`src/rtl/itrt_pkg.sv`:
```
`timescale 1ns / 1ps

package itrt_pkg;

  localparam int unsigned VALUE_W   = 32;
  localparam int unsigned DIGIT_W   = 6;
  localparam int unsigned DIGIT_CAP = 32;
  localparam int unsigned CNT_W     = 6;

  localparam logic [DIGIT_W-1:0] RADIX_MIN = 6'd2;
  localparam logic [DIGIT_W-1:0] RADIX_MAX = 6'd36;
  localparam logic [DIGIT_W-1:0] RADIX_DEC = 6'd10;

  localparam logic [7:0] CHAR_ZERO  = 8'h30;
  localparam logic [7:0] CHAR_A     = 8'h61;
  localparam logic [7:0] CHAR_MINUS = 8'h2d;

  // Push and pop requests for the digit stack; never both in one cycle.
  typedef struct packed {
    logic push;
    logic pop;
  } stack_ctl_t;

  // Map a digit value 0..35 to its ASCII glyph.
  function automatic logic [7:0] glyph(input logic [DIGIT_W-1:0] d);
    logic [7:0] d8;
    d8 = {2'b00, d};
    if (d < RADIX_DEC) begin
      glyph = CHAR_ZERO + d8;
    end else begin
      glyph = CHAR_A + (d8 - {2'b00, RADIX_DEC});
    end
  endfunction

endpackage

```
`src/rtl/int_to_radix_text.sv`:
```
`timescale 1ns / 1ps
// Conversion: the shared divider makes one digit per pass (launch, 32 quotient bits,
//   collect), 1..32 digits per value; then one character per cycle is sent while the
//   output is not stalled, a leading '-' first. A new item is taken once the last
//   character has been loaded into the output register. Reset: synchronous, active high;
//   clears the sequencer, the digit count and the output valid. No clearing pass.

module int_to_radix_text (
  input  logic        clk,
  input  logic        rst,
  // Input item channel
  input  logic        in_valid,
  output logic        in_stall,
  input  logic        func,
  input  logic [31:0] value,
  input  logic [5:0]  base,
  // Character channel
  output logic        out_valid,
  input  logic        out_stall,
  output logic [7:0]  char_out,
  output logic        last
);

  // Sequencer codes
  localparam logic [1:0] S_IDLE  = 2'd0;  // wait for an item
  localparam logic [1:0] S_START = 2'd1;  // launch one division
  localparam logic [1:0] S_DIV   = 2'd2;  // wait for quotient and digit
  localparam logic [1:0] S_EMIT  = 2'd3;  // drain sign and digits

  logic [1:0]                        state;
  logic [itrt_pkg::VALUE_W-1:0]      mag;
  logic [itrt_pkg::DIGIT_W-1:0]      radix;
  logic                              minus;

  logic                              in_take;
  logic [itrt_pkg::DIGIT_W-1:0]      radix_sat;
  logic                              neg_in;
  logic [itrt_pkg::VALUE_W-1:0]      mag_in;

  logic                              div_start;
  logic                              div_done;
  logic [itrt_pkg::VALUE_W-1:0]      div_quo;
  logic [itrt_pkg::DIGIT_W-1:0]      div_rem;

  itrt_pkg::stack_ctl_t              stk_ctl;
  logic [itrt_pkg::DIGIT_W-1:0]      stk_top;
  logic [itrt_pkg::CNT_W-1:0]        stk_count;

  logic                              out_free;
  logic                              emit_load;

  // The block takes a new item only when the sequencer is idle; a character
  // still waiting in the output register does not hold it off.
  assign in_stall = (state != S_IDLE);
  assign in_take  = in_valid && !in_stall;

  // Clamp the radix into 2..36.
  always_comb begin
    priority if (base < itrt_pkg::RADIX_MIN) begin
      radix_sat = itrt_pkg::RADIX_MIN;
    end else if (base > itrt_pkg::RADIX_MAX) begin
      radix_sat = itrt_pkg::RADIX_MAX;
    end else begin
      radix_sat = base;
    end
  end

  // A minus sign only in signed decimal; negating the most negative value
  // gives 2^31 as an unsigned magnitude, which is what we want.
  assign neg_in = func && (radix_sat == itrt_pkg::RADIX_DEC) &&
                  value[itrt_pkg::VALUE_W-1];
  assign mag_in = neg_in ? (~value + 1'b1) : value;

  // Output register: load when empty or when its item leaves this cycle.
  assign out_free  = !out_valid || !out_stall;
  assign emit_load = (state == S_EMIT) && out_free;

  assign div_start   = (state == S_START);
  assign stk_ctl.push = (state == S_DIV) && div_done;
  assign stk_ctl.pop  = emit_load && !minus;

  itrt_div u_div (
    .clk       (clk),
    .rst       (rst),
    .start     (div_start),
    .dividend  (mag),
    .divisor   (radix),
    .done      (div_done),
    .quotient  (div_quo),
    .remainder (div_rem)
  );

  itrt_digit_stack u_stack (
    .clk   (clk),
    .rst   (rst),
    .ctl   (stk_ctl),
    .din   (div_rem),
    .top   (stk_top),
    .count (stk_count)
  );

  // Sequencer. Zero needs no special path: one division yields digit 0 and
  // quotient 0, which ends the loop after a single digit.
  always_ff @(posedge clk) begin
    if (rst) begin
      state <= S_IDLE;
      minus <= 1'b0;
    end else begin
      unique case (state)
        S_IDLE: begin
          if (in_take) begin
            minus <= neg_in;
            state <= S_START;
          end
        end
        S_START: begin
          state <= S_DIV;
        end
        S_DIV: begin
          if (div_done) begin
            state <= (div_quo == '0) ? S_EMIT : S_START;
          end
        end
        S_EMIT: begin
          if (emit_load) begin
            if (minus) begin
              minus <= 1'b0;
            end else if (stk_count == itrt_pkg::CNT_W'(1)) begin
              state <= S_IDLE;
            end
          end
        end
        default: begin
          state <= S_IDLE;
        end
      endcase
    end
  end

  // Working magnitude and radix: capture on accept, advance to the quotient.
  always_ff @(posedge clk) begin
    if (in_take) begin
      mag   <= mag_in;
      radix <= radix_sat;
    end else if ((state == S_DIV) && div_done) begin
      mag <= div_quo;
    end
  end

  // Output valid
  always_ff @(posedge clk) begin
    if (rst) begin
      out_valid <= 1'b0;
    end else if (emit_load) begin
      out_valid <= 1'b1;
    end else if (!out_stall) begin
      out_valid <= 1'b0;
    end
  end

  // Output payload: the sign goes first, then digits top of stack first.
  always_ff @(posedge clk) begin
    if (emit_load) begin
      if (minus) begin
        char_out <= itrt_pkg::CHAR_MINUS;
        last     <= 1'b0;
      end else begin
        char_out <= itrt_pkg::glyph(stk_top);
        last     <= (stk_count == itrt_pkg::CNT_W'(1));
      end
    end
  end

endmodule

```
`src/rtl/itrt_div.sv`:
```
`timescale 1ns / 1ps

// Restoring divider, one quotient bit per cycle.
module itrt_div (
  input  logic                              clk,
  input  logic                              rst,
  input  logic                              start,
  input  logic [itrt_pkg::VALUE_W-1:0]      dividend,
  input  logic [itrt_pkg::DIGIT_W-1:0]      divisor,
  output logic                              done,
  output logic [itrt_pkg::VALUE_W-1:0]      quotient,
  output logic [itrt_pkg::DIGIT_W-1:0]      remainder
);

  localparam int unsigned STEP_W = $clog2(itrt_pkg::VALUE_W);

  logic                           busy;
  logic [STEP_W-1:0]              step;
  logic [itrt_pkg::VALUE_W-1:0]   quo;
  logic [itrt_pkg::DIGIT_W-1:0]   rem;
  logic [itrt_pkg::DIGIT_W:0]     trial;
  logic [itrt_pkg::DIGIT_W:0]     dvs;
  logic [itrt_pkg::DIGIT_W:0]     diff;
  logic                           fits;

  assign trial = {rem, quo[itrt_pkg::VALUE_W-1]};
  assign dvs   = {1'b0, divisor};
  assign fits  = (trial >= dvs);
  assign diff  = trial - dvs;

  always_ff @(posedge clk) begin
    if (rst) begin
      busy <= 1'b0;
      done <= 1'b0;
      step <= '0;
    end else begin
      done <= 1'b0;
      if (start) begin
        busy <= 1'b1;
        step <= '0;
      end else if (busy) begin
        step <= step + 1'b1;
        if (step == STEP_W'(itrt_pkg::VALUE_W - 1)) begin
          busy <= 1'b0;
          done <= 1'b1;
        end
      end
    end
  end

  always_ff @(posedge clk) begin
    if (start) begin
      quo <= dividend;
      rem <= '0;
    end else if (busy) begin
      quo <= {quo[itrt_pkg::VALUE_W-2:0], fits};
      rem <= fits ? diff[itrt_pkg::DIGIT_W-1:0] : trial[itrt_pkg::DIGIT_W-1:0];
    end
  end

  assign quotient  = quo;
  assign remainder = rem;

endmodule

```
`src/rtl/itrt_digit_stack.sv`:
```
`timescale 1ns / 1ps

// Last-in first-out digit store: digits arrive least significant first
// and leave most significant first.
module itrt_digit_stack (
  input  logic                           clk,
  input  logic                           rst,
  input  itrt_pkg::stack_ctl_t           ctl,
  input  logic [itrt_pkg::DIGIT_W-1:0]   din,
  output logic [itrt_pkg::DIGIT_W-1:0]   top,
  output logic [itrt_pkg::CNT_W-1:0]     count
);

  logic [itrt_pkg::DIGIT_W-1:0] slot [itrt_pkg::DIGIT_CAP];

  always_ff @(posedge clk) begin
    if (rst) begin
      count <= '0;
    end else if (ctl.push) begin
      count <= count + 1'b1;
    end else if (ctl.pop) begin
      count <= count - 1'b1;
    end
  end

  // Shift down on push, up on pop.
  always_ff @(posedge clk) begin
    if (ctl.push) begin
      slot[0] <= din;
      for (int i = 1; i < itrt_pkg::DIGIT_CAP; i++) begin
        slot[i] <= slot[i-1];
      end
    end else if (ctl.pop) begin
      for (int i = 0; i < itrt_pkg::DIGIT_CAP - 1; i++) begin
        slot[i] <= slot[i+1];
      end
    end
  end

  assign top = slot[0];

endmodule

```
`config.mk`:
```
export PLATFORM = sky130hd
export DESIGN_NAME = int_to_radix_text
export DESIGN_NICKNAME = d
export VERILOG_FILES = /design/src/rtl/itrt_pkg.sv /design/src/rtl/int_to_radix_text.sv /design/src/rtl/itrt_div.sv /design/src/rtl/itrt_digit_stack.sv
export SDC_FILE = /design/constraint.sdc
export NUM_CORES = 1
export LEC_CHECK = 0
export BUFFER_PORTS_ARGS = -buffer_cell sky130_fd_sc_hd__buf_2
export CAP_MARGIN = 25
export CORE_MARGIN = 2
export CORE_UTILIZATION = 50
export DETAILED_ROUTE_END_ITERATION = 12
export PLACE_DENSITY = 0.65
export SYNTH_ARGS = -nofsm -noshare
export SYNTH_HDL_FRONTEND = slang
export SYNTH_SLANG_ARGS = --single-unit
```
`constraint.sdc`:
```
create_clock -name clk -period 13.7 [get_ports clk]
set_input_delay 3.425 -clock clk [delete_from_list [all_inputs] [get_ports clk]]
set_output_delay 3.425 -clock clk [all_outputs]
set_load 0.05 [all_outputs]
```
==> summary.md <==
| Metric | Value |
|---|---|
| Status | `completed` |
| Vias per cell | `5.35` |
| CTS Hold Buffers Added | `0` |
| Synth Instances | `1,391` |
| WHS | `between 400 and 500 ps` |
| Drt wl/cell | `15.1 um` |
| Share of cells above drive strength 1 | `under 10%` |
| Critical path arrival | `5750 ps` |
| Vias in the first global route | `9,104` |
| GR Util All Layers | `19.0%` |
| Area occupied by registers | `8600 um^2` |
| Max IR drop VDD | `0.0978 mV` |
| CP Class | `primary input to flop` |
| Worst setup EP type | `flop` |
| Die X | `between 150 and 200 um` |
| H-tree Lvls | `1` |
| Unrepaired setup endpoints after global routing | `no` |
| CP required | `13,860 ps` |
| Register-to-Register Path Depth | `8` |
| DRC Markers | `0` |
| Detail Placement HPWL | `16,800 um` |
| DRT iter0 DRCs | `slightly above 800` |
| Multi-input gate area | `4720 um^2` |
| Worst-Margin Slew | `1000 ps` |
| Synthesis-to-layout area growth | `11.9%` |
| Finish-stage setup viols | `0` |
| Post-CTS sizing | `0` |
| DRT Wirelength | `27,100 um` |
| Family with the most delay on the worst path | `buffers and inverters` |
| Vias | `9,610` |
| Die Height | `between 150 and 200 um` |
| CP cell instances | `buf_2 -> nand2_1 -> nand4_1 -> buf_4 -> buf_16 -> nand2_4 -> buf_4` |
| Crit-path max FO | `85` |
| ANT nets after route | `0` |
| Max incr delay on CP | `840 ps` |
| Cell variety after synth | `50` |
| Hold EP | `u_stack.slot[31][5]$_DFFE_PP_` |
| Critical path's slowest cell | `buf_4` |
| Setup crit start kind | `primary input` |
| YS warnings | `0` |
| FFs w/ async S/R, synth | `0%` |
| Placed Cells | `1,737` |
| PD cells | `137 nW/um^2` |
| Clock Skew | `15.6 ps` |
| Total global routing overflow | `0` |
| Mapped cell area | `13,600 um^2` |
| Mapped Avg Cell Area | `roughly 10 um^2` |
| Hold WC Path Type | `flop to flop` |
| Main synth FF type | `edfxtp_1` |
| CTS tree | `done` |
| Register bit count reported by yosys | `294` |
| Initial antenna violation count | `1` |
| Clk buf depth | `3` |
| Final period utilization | `40.8%` |
| HP Start | `u_stack.slot[30][5]$_DFFE_PP_` |
| Core area | `26,900 um^2` |
| Final Cell Area | `between 15,000 and 20,000 um^2` |
| Final hold violation count | `0` |
| Hold path depth | `0` |
| Routability cong. | `0.801` |
| First-pass GRT wire length | `44,900 um` |
| Post-CTS setup buffers | `0` |
| Slew margin rel. | `33.0%` |
| R2r setup slk | `10,470 ps` |
| Die Footprint | `28,600 um^2` |
| Latest clock arrival within the worst-skew pair | `between 500 and 600 ps` |
| CTS root buffer | `clkbuf_16` |
| Final setup margin | `~8000 ps` |
| Fill cells | `2,396` |
| Setup TNS | `0 ps` |
| Port Buf Inserts | `53` |
| Sequential-to-total area share from yosys stat | `63.0%` |
| Clock transition at path regs | `60 ps` |
| Standard-cell row count | `60` |
| Critical path buffer and inverter count | `4` |
| Clk sinks | `between 200 and 300` |
| Net count after synthesis | `1,452` |
| Layout Nets | `roughly 1,500` |
| Fmax | `179 MHz` |
| Initial Util | `50.8%` |
| Post-route insts no fill | `1,795` |
| Dpl cell area | `14,200 um^2` |
| Min Clock Period, post-route | `~5600 ps` |
| Cell mode on critical path | `buf_4` |
| EDFF count, synth | `271` |
| Largest net degree at the start of global routing | `108` |
| I/O Pins | `54` |
| CTS buffer count | `30` |
| Worst reg2reg path endpoint | `u_stack.count[5]$_SDFFE_PP0P_` |
| Pleak | `0.00620 uW` |
| R2r startpoint | `state[0]$_SDFFE_PP0P_` |
| # Max-Cap Violations | `0` |
| TritonRoute pass-1 iters | `5` |
| Pre-CTS setup slack | `about 7500 ps` |
| Fin. max-slew vios | `0` |
-- metal layers --
metal / up-vias / track usage, % / wire length, um
met3: 42 / 2.82 / 1080
met4: 0 / 5.13 / 532
met2: 167 / 31.3 / 12800
met5: - / 0 / 0
met1: 4626 / 26.6 / 12700
li1: 4775 / - / -
-- worst max-delay path by stage --
stage,startpoint,end,slack (ps),cells past startpoint
floorplan,out_stall,u_stack.slot[0][0]$_DFFE_PP_,5350,3
global placement,out_stall,u_stack.slot[3][3]$_DFFE_PP_,7460,6
detailed placement,out_stall,u_stack.slot[4][3]$_DFFE_PP_,7470,6
CTS,out_stall,u_stack.slot[8][0]$_DFFE_PP_,8050,6
global route,out_stall,u_stack.slot[8][0]$_DFFE_PP_,7990,7
finish,out_stall,u_stack.slot[16][3]$_DFFE_PP_,8110,7
-- layout by cell type, fill, tap and decap left out, types with 16 or more instances in the layout --
| cell | count |
|---|---|
| a21oi_1 | 16 |
| a31oi_1 | 21 |
| buf_2 | 55 |
| buf_4 | 18 |
| clkbuf_16 | 31 |
| dfxtp_1 | 23 |
| edfxtp_1 | 271 |
| ha_1 | 17 |
| inv_1 | 27 |
| nand2_1 | 687 |
| nor2_1 | 42 |
| o21ai_0 | 51 |
| xnor2_1 | 32 |
-- flip-flops by register name (all words and copies together) (netlist names) --
register	cells
u_div.done	1
u_stack.slot	192
mag	32
minus	1
u_div.busy	1
radix	6
state	2
u_div.quotient	32
u_div.step	5
u_div.remainder	6
out_valid	1
char_out	8
last	1
u_stack.count	6
-- logic make-up after synthesis --
group	after synthesis	share of synthesized area, %
AOI/OAI and AO/OA	116	5.08
and+or+nand+nor	820	24.4
xor gates and xnor gates	44	2.82
buffers and inverters	94	2.59
DFF	294	63.0
muxes	5	0.367
adders and majority gates	18	1.70
-- where the power goes --
group	total (uW)	internal, uW	switching (uW)
clock	831	487	344
combinational	195	70.1	124
sequential	1060	1030	30.0
-- metrics by stage --
step | util (%) | total power, uW
finish | 56.9 | 2090
global route | 56.8 | 2170
CTS | 56.7 | 2100
detailed placement | 53.0 | 1280
global placement | 53.0 | 1270
floorplan | - | 1210
-- layout make-up --
type | instances | area share [%]
diodes | 1 | 0.0164
clock buffers | 35 | 5.18
clock inverters | 19 | 1.31
inverters | 28 | 0.688
multi-input cells | 1003 | 30.9
flip-flops and latches | 294 | 56.3
well taps | 341 | 2.79
repair buffers | 74 | 2.87
-- Yosys cell counts, types with 11 or more instances --
cell	number	share of area, %
clkbuf_1	55	1.5
dfxtp_1	23	3.4
inv_1	28	0.77
a31oi_1	21	0.96
o21ai_0	51	1.9
nor4_1	15	0.69
nor3_1	11	0.40
a21oi_1	16	0.59
xor2_1	12	0.77
nor2_1	43	1.2
ha_1	17	1.6
edfxtp_1	271	60
nand2_1	688	19
xnor2_1	32	2.1
Note: power is estimated with default switching activity, not from simulation.
